<file path="src/dtdm_pkg.sv">
`default_nettype none

package dtdm_pkg;

  // Field widths
  localparam int YEAR_W   = 14;
  localparam int MONTH_W  = 4;
  localparam int DAY_W    = 5;
  localparam int HOUR_W   = 5;
  localparam int MINUTE_W = 6;
  localparam int SECOND_W = 6;
  localparam int MILLIS_W = 10;
  localparam int DNUM_W   = 22;
  localparam int TMS_W    = 27;
  localparam int STATUS_W = 2;

  // Day of year fits 1..366
  localparam int DOY_W = 9;
  // Century count of a 14-bit year
  localparam int CENT_W = 8;

  // Status codes
  localparam logic [STATUS_W-1:0] STATUS_OK       = 2'd0;
  localparam logic [STATUS_W-1:0] STATUS_DATE_ERR = 2'd1;
  localparam logic [STATUS_W-1:0] STATUS_TIME_ERR = 2'd2;

  // Valid ranges
  localparam logic [YEAR_W-1:0]   YEAR_MAX   = 14'd9999;
  localparam logic [MONTH_W-1:0]  MONTH_MAX  = 4'd12;
  localparam logic [MONTH_W-1:0]  MONTH_FEB  = 4'd2;
  localparam logic [HOUR_W-1:0]   HOUR_LIM   = 5'd24;
  localparam logic [MINUTE_W-1:0] MINUTE_LIM = 6'd60;
  localparam logic [SECOND_W-1:0] SECOND_LIM = 6'd60;
  localparam logic [MILLIS_W-1:0] MILLIS_LIM = 10'd1000;

  // Reciprocal of 100: (y * Q100_MUL) >> Q100_SHIFT is exact for y < 2**14
  localparam logic [31:0] Q100_MUL   = 32'd167773;
  localparam int          Q100_SHIFT = 24;

  // Time scale factors
  localparam logic [TMS_W-1:0] MS_PER_HOUR   = 27'd3600000;
  localparam logic [TMS_W-1:0] MS_PER_MINUTE = 27'd60000;
  localparam logic [TMS_W-1:0] MS_PER_SECOND = 27'd1000;
  localparam logic [TMS_W-1:0] MS_PER_DAY    = 27'd86400000;

  localparam logic [DNUM_W:0] DAYS_PER_YEAR = 23'd365;

  // Length of a month in a common year; 0 for codes that are no month
  function automatic logic [DAY_W-1:0] month_len(input logic [MONTH_W-1:0] m);
    logic [DAY_W-1:0] len;
    case (m)
      4'd1, 4'd3, 4'd5, 4'd7, 4'd8, 4'd10, 4'd12: len = 5'd31;
      4'd4, 4'd6, 4'd9, 4'd11:                    len = 5'd30;
      4'd2:                                       len = 5'd28;
      default:                                    len = 5'd0;
    endcase
    return len;
  endfunction

  // Days in the months before m, common year
  function automatic logic [DOY_W-1:0] days_before(input logic [MONTH_W-1:0] m);
    logic [DOY_W-1:0] d;
    case (m)
      4'd1:    d = 9'd0;
      4'd2:    d = 9'd31;
      4'd3:    d = 9'd59;
      4'd4:    d = 9'd90;
      4'd5:    d = 9'd120;
      4'd6:    d = 9'd151;
      4'd7:    d = 9'd181;
      4'd8:    d = 9'd212;
      4'd9:    d = 9'd243;
      4'd10:   d = 9'd273;
      4'd11:   d = 9'd304;
      4'd12:   d = 9'd334;
      default: d = 9'd0;
    endcase
    return d;
  endfunction

endpackage

`default_nettype wire

</file>
<file path="src/date_time_to_day_and_ms.sv">
// Converts a calendar timestamp into the proleptic Gregorian day number
// (0001-01-01 is day 1) and the milliseconds since midnight. Three register
// stages: one result per input transfer; a new item may enter every cycle in
// which in_stall is low, that is, unless every stage is full and stalled.
// The first stage forms year-1 and its century count by a reciprocal multiply,
// the second finds the leap year, checks the date and sums the time of day, the
// third adds up the day number. Each stage holds when the one after it is full
// and stalled, so out_stall reaches in_stall only when every stage holds an
// item. A bad month, day or year gives status 1, otherwise a bad time gives
// status 2; on either error both numbers read zero.
`default_nettype none

module date_time_to_day_and_ms (
  input  wire                               clk,
  input  wire                               rst_n,
  input  wire                               in_valid,
  output logic                              in_stall,
  input  wire  [dtdm_pkg::YEAR_W-1:0]       in_year,
  input  wire  [dtdm_pkg::MONTH_W-1:0]      in_month,
  input  wire  [dtdm_pkg::DAY_W-1:0]        in_day,
  input  wire  [dtdm_pkg::HOUR_W-1:0]       in_hour,
  input  wire  [dtdm_pkg::MINUTE_W-1:0]     in_minute,
  input  wire  [dtdm_pkg::SECOND_W-1:0]     in_second,
  input  wire  [dtdm_pkg::MILLIS_W-1:0]     in_millis,
  output logic                              out_valid,
  input  wire                               out_stall,
  output logic [dtdm_pkg::DNUM_W-1:0]       out_day_number,
  output logic [dtdm_pkg::TMS_W-1:0]        out_time_of_day_ms,
  output logic [dtdm_pkg::STATUS_W-1:0]     out_status
);
  import dtdm_pkg::*;

  // Stage flow control
  logic s1_v_r, s2_v_r, s3_v_r;
  logic s1_rdy, s2_rdy, s3_rdy;

  assign s3_rdy   = !s3_v_r || !out_stall;
  assign s2_rdy   = !s2_v_r || s3_rdy;
  assign s1_rdy   = !s1_v_r || s2_rdy;
  assign in_stall = !s1_rdy;

  // Stage 1: year-1, reciprocal product, range checks, time products
  logic [YEAR_W-1:0]  y_nxt;
  logic [31:0]        qprod_nxt;
  logic               ybad_nxt, mbad_nxt, tbad_nxt;
  logic [TMS_W-1:0]   h_ms_nxt, m_ms_nxt, s_ms_nxt;

  logic [YEAR_W-1:0]  s1_y_r;
  logic [31:0]        s1_qprod_r;
  logic               s1_ybad_r, s1_mbad_r, s1_tbad_r;
  logic [MONTH_W-1:0] s1_month_r;
  logic [DAY_W-1:0]   s1_day_r;
  logic [TMS_W-1:0]   s1_h_ms_r, s1_m_ms_r, s1_s_ms_r;

  always_comb begin
    y_nxt     = in_year - YEAR_W'(1);
    qprod_nxt = 32'(y_nxt) * Q100_MUL;
    ybad_nxt  = (in_year == '0) || (in_year > YEAR_MAX);
    mbad_nxt  = (in_month == '0) || (in_month > MONTH_MAX);
    tbad_nxt  = (in_hour >= HOUR_LIM) || (in_minute >= MINUTE_LIM) ||
                (in_second >= SECOND_LIM) || (in_millis >= MILLIS_LIM);
    h_ms_nxt  = TMS_W'(TMS_W'(in_hour) * MS_PER_HOUR);
    m_ms_nxt  = TMS_W'(TMS_W'(in_minute) * MS_PER_MINUTE);
    s_ms_nxt  = TMS_W'(TMS_W'(in_second) * MS_PER_SECOND) + TMS_W'(in_millis);
  end

  always_ff @(posedge clk) begin
    if (!rst_n) begin
      s1_v_r <= 1'b0;
    end else if (s1_rdy) begin
      s1_v_r <= in_valid;
    end
    if (s1_rdy && in_valid) begin
      s1_y_r     <= y_nxt;
      s1_qprod_r <= qprod_nxt;
      s1_ybad_r  <= ybad_nxt;
      s1_mbad_r  <= mbad_nxt;
      s1_tbad_r  <= tbad_nxt;
      s1_month_r <= in_month;
      s1_day_r   <= in_day;
      s1_h_ms_r  <= h_ms_nxt;
      s1_m_ms_r  <= m_ms_nxt;
      s1_s_ms_r  <= s_ms_nxt;
    end
  end

  // Stage 2: leap year, date check, day of year, time sum
  logic [CENT_W-1:0]  qy_nxt;
  logic [YEAR_W-1:0]  ry_nxt;
  logic               leap_nxt, dbad_nxt;
  logic [DAY_W:0]     mlen_nxt;
  logic [DOY_W-1:0]   doy_nxt;
  logic [TMS_W-1:0]   tms_nxt;

  logic [YEAR_W-1:0]  s2_y_r;
  logic [CENT_W-1:0]  s2_qy_r;
  logic               s2_dbad_r, s2_tbad_r;
  logic [DOY_W-1:0]   s2_doy_r;
  logic [TMS_W-1:0]   s2_tms_r;

  always_comb begin
    qy_nxt   = s1_qprod_r[Q100_SHIFT +: CENT_W];
    ry_nxt   = s1_y_r - YEAR_W'(qy_nxt) * YEAR_W'(100);
    // year = y+1: divisible by 4 when y ends in 3 mod 4, a century when
    // y mod 100 is 99, and then a multiple of 400 when y/100 ends in 3 mod 4
    leap_nxt = (s1_y_r[1:0] == 2'd3) &&
               ((ry_nxt != YEAR_W'(99)) || (qy_nxt[1:0] == 2'd3));
    mlen_nxt = {1'b0, month_len(s1_month_r)} +
               (DAY_W+1)'(leap_nxt && (s1_month_r == MONTH_FEB));
    dbad_nxt = s1_ybad_r || s1_mbad_r || (s1_day_r == '0) ||
               ((DAY_W+1)'(s1_day_r) > mlen_nxt);
    doy_nxt  = days_before(s1_month_r) + DOY_W'(s1_day_r) +
               DOY_W'(leap_nxt && (s1_month_r > MONTH_FEB));
    tms_nxt  = s1_h_ms_r + s1_m_ms_r + s1_s_ms_r;
  end

  always_ff @(posedge clk) begin
    if (!rst_n) begin
      s2_v_r <= 1'b0;
    end else if (s2_rdy) begin
      s2_v_r <= s1_v_r;
    end
    if (s2_rdy && s1_v_r) begin
      s2_y_r    <= s1_y_r;
      s2_qy_r   <= qy_nxt;
      s2_dbad_r <= dbad_nxt;
      s2_tbad_r <= s1_tbad_r;
      s2_doy_r  <= doy_nxt;
      s2_tms_r  <= tms_nxt;
    end
  end

  // Stage 3: day number and status, zeroed on error
  logic [DNUM_W:0]      dsum_nxt;
  logic [STATUS_W-1:0]  status_nxt;
  logic [DNUM_W-1:0]    dnum_nxt;
  logic [TMS_W-1:0]     tms_out_nxt;

  always_comb begin
    dsum_nxt = (DNUM_W+1)'((DNUM_W+1)'(s2_y_r) * DAYS_PER_YEAR) +
               (DNUM_W+1)'(s2_y_r >> 2) - (DNUM_W+1)'(s2_qy_r) +
               (DNUM_W+1)'(s2_qy_r >> 2) + (DNUM_W+1)'(s2_doy_r);
    if (s2_dbad_r) begin
      status_nxt = STATUS_DATE_ERR;
    end else if (s2_tbad_r) begin
      status_nxt = STATUS_TIME_ERR;
    end else begin
      status_nxt = STATUS_OK;
    end
    dnum_nxt    = (status_nxt == STATUS_OK) ? dsum_nxt[DNUM_W-1:0] : '0;
    tms_out_nxt = (status_nxt == STATUS_OK) ? s2_tms_r : '0;
  end

  always_ff @(posedge clk) begin
    if (!rst_n) begin
      s3_v_r <= 1'b0;
    end else if (s3_rdy) begin
      s3_v_r <= s2_v_r;
    end
    if (s3_rdy && s2_v_r) begin
      out_day_number     <= dnum_nxt;
      out_time_of_day_ms <= tms_out_nxt;
      out_status         <= status_nxt;
    end
  end

  assign out_valid = s3_v_r;

endmodule

`default_nettype wire

</file>
<file path="config.mk">
export PLATFORM = sky130hd
export DESIGN_NAME = date_time_to_day_and_ms
export DESIGN_NICKNAME = d
export VERILOG_FILES = /design/src/dtdm_pkg.sv /design/src/date_time_to_day_and_ms.sv
export SDC_FILE = /design/constraint.sdc
export NUM_CORES = 1
export LEC_CHECK = 0
export ABC_CLOCK_PERIOD_IN_PS = 8400
export BUFFER_PORTS_ARGS = -buffer_cell sky130_fd_sc_hd__buf_2
export CAP_MARGIN = 20
export CELL_PAD_IN_SITES_DETAIL_PLACEMENT = 2
export CELL_PAD_IN_SITES_GLOBAL_PLACEMENT = 2
export CORE_ASPECT_RATIO = 0.7
export CORE_MARGIN = 10
export CORE_UTILIZATION = 43
export CTS_CLUSTER_DIAMETER = 100
export DETAILED_ROUTE_END_ITERATION = 8
export PLACE_DENSITY = 0.86
export SYNTH_ARGS = -nofsm -noshare
export SYNTH_HDL_FRONTEND = slang
export SYNTH_SLANG_ARGS = --single-unit
</file>
<file path="constraint.sdc">
create_clock -name clk -period 8.4 [get_ports clk]
set_input_delay 1.26 -clock clk [delete_from_list [all_inputs] [get_ports clk]]
set_output_delay 1.26 -clock clk [all_outputs]
set_load 0.01 [all_outputs]
</file>
==> impl_metrics.env, run 1 <==
export IMPL_ys_ff_latch=214
export IMPL_final_cell_mix="inv_1 (400), ha_1 (386), fa_1 (228)"
export IMPL_dpl_cell_count=2722
export IMPL_synth_edff_count=199
export IMPL_syn_nets=2611
export IMPL_cts_buffers=27
export IMPL_clk_path_buf_depth=3
export IMPL_hold_path_startpoint="s1_s_ms_r[4]$_DFFE_PP_"
export IMPL_dp_hpwl_um=58600
export IMPL_io_buffer_count=106
export IMPL_timing_hold_ws_ns=0.423
export IMPL_maxSlewHeadroom_pct=18.8
export IMPL_pwr_share_clk_pct=11.1
export IMPL_grt_first_pass_wirelength_um=118000
export IMPL_seqCellArea_um2=6280
export IMPL_reg2reg_from="s1_qprod_r[26]$_DFFE_PP_"
export IMPL_ys_warnings_count=0
export IMPL_setup_viol=0
export IMPL_route_detailed_drc=0
export IMPL_ys_flop_type="edfxtp_1"
export IMPL_finalHoldViolCount=0
export IMPL_nFillCells=4988
export IMPL_routed_via_density=5.64
export IMPL_drive_above_1_share_pct=8.92
export IMPL_cp_arrival_ns=8.20
export IMPL_num_vias=15632
export IMPL_wl_per_cell_um=27.6
export IMPL_p_sw_share_pct=51.2
export IMPL_synth_area_per_cell_um2=11.2
export IMPL_htree_levels=1
export IMPL_crit_slowest_cell="fa_1"
export IMPL_synthDistinctLibCells=62
export IMPL_grt_pass1_vias=18508
export IMPL_fmax_ghz=0.126
export IMPL_clock_sinks=214
export IMPL_power_frac_comb_pct=73.1
export IMPL_grt_use_total_pct=25.5
export IMPL_required_ns=8.67
export IMPL_fin_skew_ns=0.0243
export IMPL_vdd_drop_max_v=0.000305
export IMPL_antenna_left=0
export IMPL_tritoncts="done"
export IMPL_multi_input_area_um2=13900
export IMPL_crit_type="in2reg"
export IMPL_crit_path_end_kind="flop"
export IMPL_rsz0062_at_grt="false"
export IMPL_utilization_pct=48.6
export IMPL_ios=107
export IMPL_async_reset_ff_share_pct=0
export IMPL_leakage_nw=11.4
export IMPL_firstDrtPassIters=5
export IMPL_power_mw=11.1
export IMPL_gr_total_overflow=0
export IMPL_drv_cap=0
export IMPL_layout_commonest_cell="inv_1"
export IMPL_core_um2=49600
export IMPL_yosys_top_cells_area="edfxtp_1 (28%), ha_1 (22%), fa_1 (21%), inv_1 (6.9%), xnor2_1 (2.7%)"
export IMPL_final_area_um2=24100
export IMPL_gp_congestion=0.913
export IMPL_die_width_um=288
export IMPL_max_stage_delay_ns=0.61
export IMPL_num_antenna_cells=0
export IMPL_final_cell_count_no_fill=2772
export IMPL_first_iter_violations=908
export IMPL_cp_max_fo=5
export IMPL_synth_top_cell_area_share_pct=27.5
export IMPL_hp_class="reg2reg"
export IMPL_power_density_nw_per_um2=462
export IMPL_internal_power_mw=5.43
export IMPL_yosysSeqAreaShare_pct=28.9
export IMPL_antenna_found_initial=0
export IMPL_synth_cells=1943
export IMPL_cts_hold_buf=0
export IMPL_seq_power_share_pct=15.8
export IMPL_status="finished, final reports clean"
export IMPL_clk_pin_slew_ns=0.06
export IMPL_crit_path_frequent_cell="fa_1"
export IMPL_area_growth_pct=11.1
export IMPL_yosys_area_top_type="edfxtp_1"
export IMPL_die_y_um=208
export IMPL_dieArea_um2=60000
export IMPL_cts_root_buf="clkbuf_16"
export IMPL_p_switching_mw=5.70
export IMPL_critical_path_top_delay_family="adder cells"
export IMPL_place_area_um2=23200
export IMPL_setup_worst_path_start="in_year[4]"
export IMPL_fp_row_count=68
export IMPL_nets=2755
export IMPL_synth_area_um2=21700
export IMPL_wirelength_um=76500
export IMPL_grt_max_degree=70
export IMPL_worstMarginPinSlew_ns=1.18
export IMPL_slew_viol_final=0
export IMPL_start_kind="primary input"
export IMPL_clk_latency_ns=0.57
export IMPL_period_share_pct=94.4
export IMPL_initial_utilization_pct=43.7
export IMPL_worst_path_buf_inv=8
export IMPL_layout_min_cycle_time_ns=7.93
-- cells by family after synthesis --
logic type | Yosys count | share of synthesized area, %
compound gates | 270 | 8.22
simple gates | 315 | 7.58
fa+ha+maj | 614 | 43.3
xor+xnor | 108 | 4.36
mux | 10 | 0.473
flops | 214 | 28.9
buf+inv | 412 | 7.14
-- power by group through the flow --
stage,Combinational (mW),Sequential (mW),Clock (mW)
floorplan,5.26,1.67,0
global placement,6.66,1.73,0
detailed placement,7.61,1.76,0
CTS,8.06,1.75,1.25
global route,8.97,1.77,1.28
finish,8.14,1.76,1.24
-- final timing paths --
path                                                  to  slack, ns  depth (start not counted)
worst max register to register       s2_dbad_r$_DFFE_PP_       1.48                         26
worst max-delay path            s1_qprod_r[28]$_DFFE_PP_       0.47                         26
worst min register to register     s2_tms_r[4]$_DFFE_PP_       0.42                          0
worst min-delay path               s2_tms_r[4]$_DFFE_PP_       0.42                          0
-- routing by layer --
metal | routed length [um] | GRT usage (%) | part of all wire [%]
met3 | 3120 | 3.18 | 4.1
met5 | 0 | 0 | 0
met1 | 32200 | 32.0 | 42
met2 | 38800 | 45.2 | 51
met4 | 2400 | 7.11 | 3.1
-- stage by stage --
| step | setup WS, ns | TNS [ns] |
|---|---|---|
| after global placement | 0.136 | 0 |
| after global routing | 0.0252 | 0 |
| after detailed placement | -0.309 | -1.15 |
| after CTS | 0.196 | 0 |
| after floorplan | 0.519 | 0 |
| final | 0.472 | 0 |
-- cell type report --
class,instances,area share [%]
timing repair buffer,126,2.82
clock inverter,11,0.602
inverter,401,6.25
clock buffer,38,3.14
tap,665,3.45
sequential,214,26.0
multi-input combinational,1317,57.7
-- flip-flops by register name, indices dropped and copies added, names as in the netlist, named ones only --
register,flops
out_valid,1
out_time_of_day_ms,27
s1_h_ms_r,20
s2_tms_r,27
s1_y_r,14
s2_tbad_r,1
s2_doy_r,9
s1_m_ms_r,17
out_day_number,22
s1_s_ms_r,17
s2_qy_r,8
s1_qprod_r,8
s1_month_r,4
s1_day_r,5
s1_ybad_r,1
out_status,2
s1_v_r,1
s2_dbad_r,1
s1_mbad_r,1
s2_y_r,14
s1_tbad_r,1
s2_v_r,1
-- timing repair --
| action | in CTS | in global routing |
|---|---|---|
| hold endpoints to repair | 0 | 0 |
| setup buffers | 0 | 1 |
| endpoints found under the setup margin | 0 | 5 |
| resized for setup | 0 | 1 |
-- synth_stat cells, types with 17 or more instances --
cell type,n
a21oi_1,67
a21o_1,34
xnor2_1,66
and2_1,33
o21a_1,20
nor3_1,31
inv_1,401
nand3_1,32
a211oi_1,19
o21ai_0,49
nor2_1,61
edfxtp_1,199
fa_1,228
nand2b_1,17
xor2_1,42
ha_1,386
nand2_1,59
(Power assumes the default switching activity.)
==> run 2, diff against run 1 <==
--- a/config.mk
+++ b/config.mk
@@ -8,14 +8,14 @@
 export ABC_CLOCK_PERIOD_IN_PS = 8400
 export BUFFER_PORTS_ARGS = -buffer_cell sky130_fd_sc_hd__buf_2
 export CAP_MARGIN = 20
-export CELL_PAD_IN_SITES_DETAIL_PLACEMENT = 2
-export CELL_PAD_IN_SITES_GLOBAL_PLACEMENT = 2
+export CELL_PAD_IN_SITES_DETAIL_PLACEMENT = 0
+export CELL_PAD_IN_SITES_GLOBAL_PLACEMENT = 1
 export CORE_ASPECT_RATIO = 0.7
 export CORE_MARGIN = 10
-export CORE_UTILIZATION = 43
+export CORE_UTILIZATION = 52
 export CTS_CLUSTER_DIAMETER = 100
 export DETAILED_ROUTE_END_ITERATION = 8
-export PLACE_DENSITY = 0.86
+export PLACE_DENSITY = 0.87
 export SYNTH_ARGS = -nofsm -noshare
 export SYNTH_HDL_FRONTEND = slang
 export SYNTH_SLANG_ARGS = --single-unit
==> run 2 against run 1 <==
  * Total power fell by 15%
  * Combinational power fell by 17%
  * Worst hold slack got worse by 0.0052 ns
  * Register-to-register slack improved by 0.67 ns
  * Clock power fell by 18%
  * Routed wire length fell by 40%
  * Clock skew rose by 0.0050 ns
  * Utilization rose by 9.3 points
  * Die area fell by 16%
  * Critical path type unchanged
  * Highest routed layer unchanged
==> impl_metrics.env, run 2 (same netlist as run 1, synthesis figures left out) <==
export IMPL_r2r_slack_ns=2.15
export IMPL_crit_slowest_cell="fa_1"
export IMPL_grt_use_total_pct=18.3
export IMPL_setup_viol=0
export IMPL_wirelength_um=45600
export IMPL_fp_row_count=62
export IMPL_power_frac_comb_pct=71.1
export IMPL_wl_per_cell_um=17.2
export IMPL_utilization_pct=57.9
export IMPL_slew_viol_final=0
export IMPL_crit_path_frequent_cell="fa_1"
export IMPL_clk_path_buf_depth=3
export IMPL_holdPathStages=0
export IMPL_drive_above_1_share_pct=8.65
export IMPL_gp_congestion=0.917
export IMPL_clock_sinks=214
export IMPL_die_width_um=264
export IMPL_worstMarginPinSlew_ns=0.933
export IMPL_ff2ff_path_depth=27
export IMPL_cp_max_fo=8
export IMPL_nets=2753
export IMPL_regToRegEndpoint="s2_dbad_r$_DFFE_PP_"
export IMPL_crit_path_end_kind="flop"
export IMPL_start_kind="primary input"
export IMPL_p_sw_share_pct=46.1
export IMPL_vdd_drop_max_v=0.000264
export IMPL_final_cell_count_no_fill=2647
export IMPL_dieArea_um2=50400
export IMPL_pwr_share_clk_pct=10.8
export IMPL_layout_commonest_cell="inv_1"
export IMPL_fmax_ghz=0.129
export IMPL_period_share_pct=92.0
export IMPL_status="finished, final reports clean"
export IMPL_initial_utilization_pct=52.8
export IMPL_clk_pin_slew_ns=0.05
export IMPL_timing_hold_ws_ns=0.417
export IMPL_io_buffer_count=106
export IMPL_seq_power_share_pct=18.1
export IMPL_num_vias=13961
export IMPL_num_antenna_cells=0
export IMPL_gr_total_overflow=0
export IMPL_cp_arrival_ns=8.04
export IMPL_grt_pass1_vias=14465
export IMPL_hp_class="reg2reg"
export IMPL_required_ns=8.72
export IMPL_internal_power_mw=5.11
export IMPL_first_iter_violations=767
export IMPL_htree_levels=1
export IMPL_firstDrtPassIters=5
export IMPL_drv_cap=0
export IMPL_finalHoldViolCount=0
export IMPL_setup_tns_ns=0
export IMPL_clk_latency_ns=0.54
export IMPL_area_growth_pct=9.72
export IMPL_fin_ws_ns=0.674
export IMPL_post_place_ws_ns=0.212
export IMPL_min_to="s2_tms_r[4]$_DFFE_PP_"
export IMPL_final_cell_mix="inv_1 (400), ha_1 (386), fa_1 (228)"
export IMPL_power_density_nw_per_um2=399
export IMPL_max_stage_delay_ns=0.58
export IMPL_rsz0062_at_grt="false"
export IMPL_ios=107
export IMPL_routed_via_density=5.27
export IMPL_post_cts_resized=0
export IMPL_grt_first_pass_wirelength_um=75400
export IMPL_crit_type="in2reg"
export IMPL_critical_path_top_delay_family="adder cells"
export IMPL_p_switching_mw=4.38
export IMPL_cts_root_buf="clkbuf_16"
export IMPL_fin_skew_ns=0.0293
export IMPL_cts_buffers=25
export IMPL_core_um2=41100
export IMPL_hold_path_startpoint="s1_s_ms_r[4]$_DFFE_PP_"
export IMPL_post_cts_buffers=0
export IMPL_cts_hold_buf=0
export IMPL_tritoncts="done"
export IMPL_antenna_found_initial=0
export IMPL_dpl_cell_count=2602
export IMPL_antenna_left=0
export IMPL_route_detailed_drc=0
export IMPL_grt_max_degree=69
export IMPL_layout_min_cycle_time_ns=7.73
export IMPL_dp_hpwl_um=38600
export IMPL_largestRegisters="out_time_of_day_ms x27, s2_tms_r x27, out_day_number x22"
export IMPL_reg2reg_from="s1_qprod_r[26]$_DFFE_PP_"
export IMPL_worst_path_buf_inv=7
export IMPL_leakage_nw=11.4
export IMPL_die_y_um=191
export IMPL_maxSlewHeadroom_pct=36.0
[run 2: routing by layer]
layer	up-vias	global-route usage [%]	part of all wire (%)
li1	6869	-	-
met1	6783	26.5	49
met2	265	28.4	44
met3	44	3.64	5.7
met4	0	3.20	1.6
met5	-	0	0
[run 2: stage by stage]
step	total power, mW	instance area (um^2)
3_5_place_dp	8.45	23000
2_1_floorplan	6.93	21700
3_3_place_gp	8.22	23000
4_1_cts	9.55	23800
6_report	9.49	23800
5_1_grt	10.6	23800
[run 2: worst max path at each step]
stage	from	endpoint	slack [ns]	cells past startpoint
6_report	in_year[4]	s1_qprod_r[28]$_DFFE_PP_	0.67	25
5_1_grt	in_year[4]	s1_qprod_r[28]$_DFFE_PP_	0.18	25
4_1_cts	in_year[4]	s1_qprod_r[28]$_DFFE_PP_	0.73	25
3_5_place_dp	in_year[4]	s1_qprod_r[28]$_DFFE_PP_	0.21	25
3_3_place_gp	in_year[4]	s1_qprod_r[28]$_DFFE_PP_	0.30	25
2_1_floorplan	in_year[0]	s1_qprod_r[30]$_DFFE_PP_	0.52	21
[run 2: cell type report]
class | count | area, um^2
Fill cell | 3421 | 17300
Multi-Input combinational cell | 1317 | 13900
Sequential cell | 214 | 6280
Inverter | 401 | 1510
Timing Repair Buffer | 126 | 681
Tap cell | 544 | 681
Clock buffer | 32 | 662
Clock inverter | 13 | 106
[run 2: power groups by stage]
stage	clock, mW	sequential [mW]	combinational (mW)
after detailed placement	0	1.74	6.71
after CTS	1.05	1.72	6.78
final	1.02	1.72	6.75
after global placement	0	1.73	6.49
after floorplan	0	1.67	5.26
after global routing	1.09	1.74	7.80
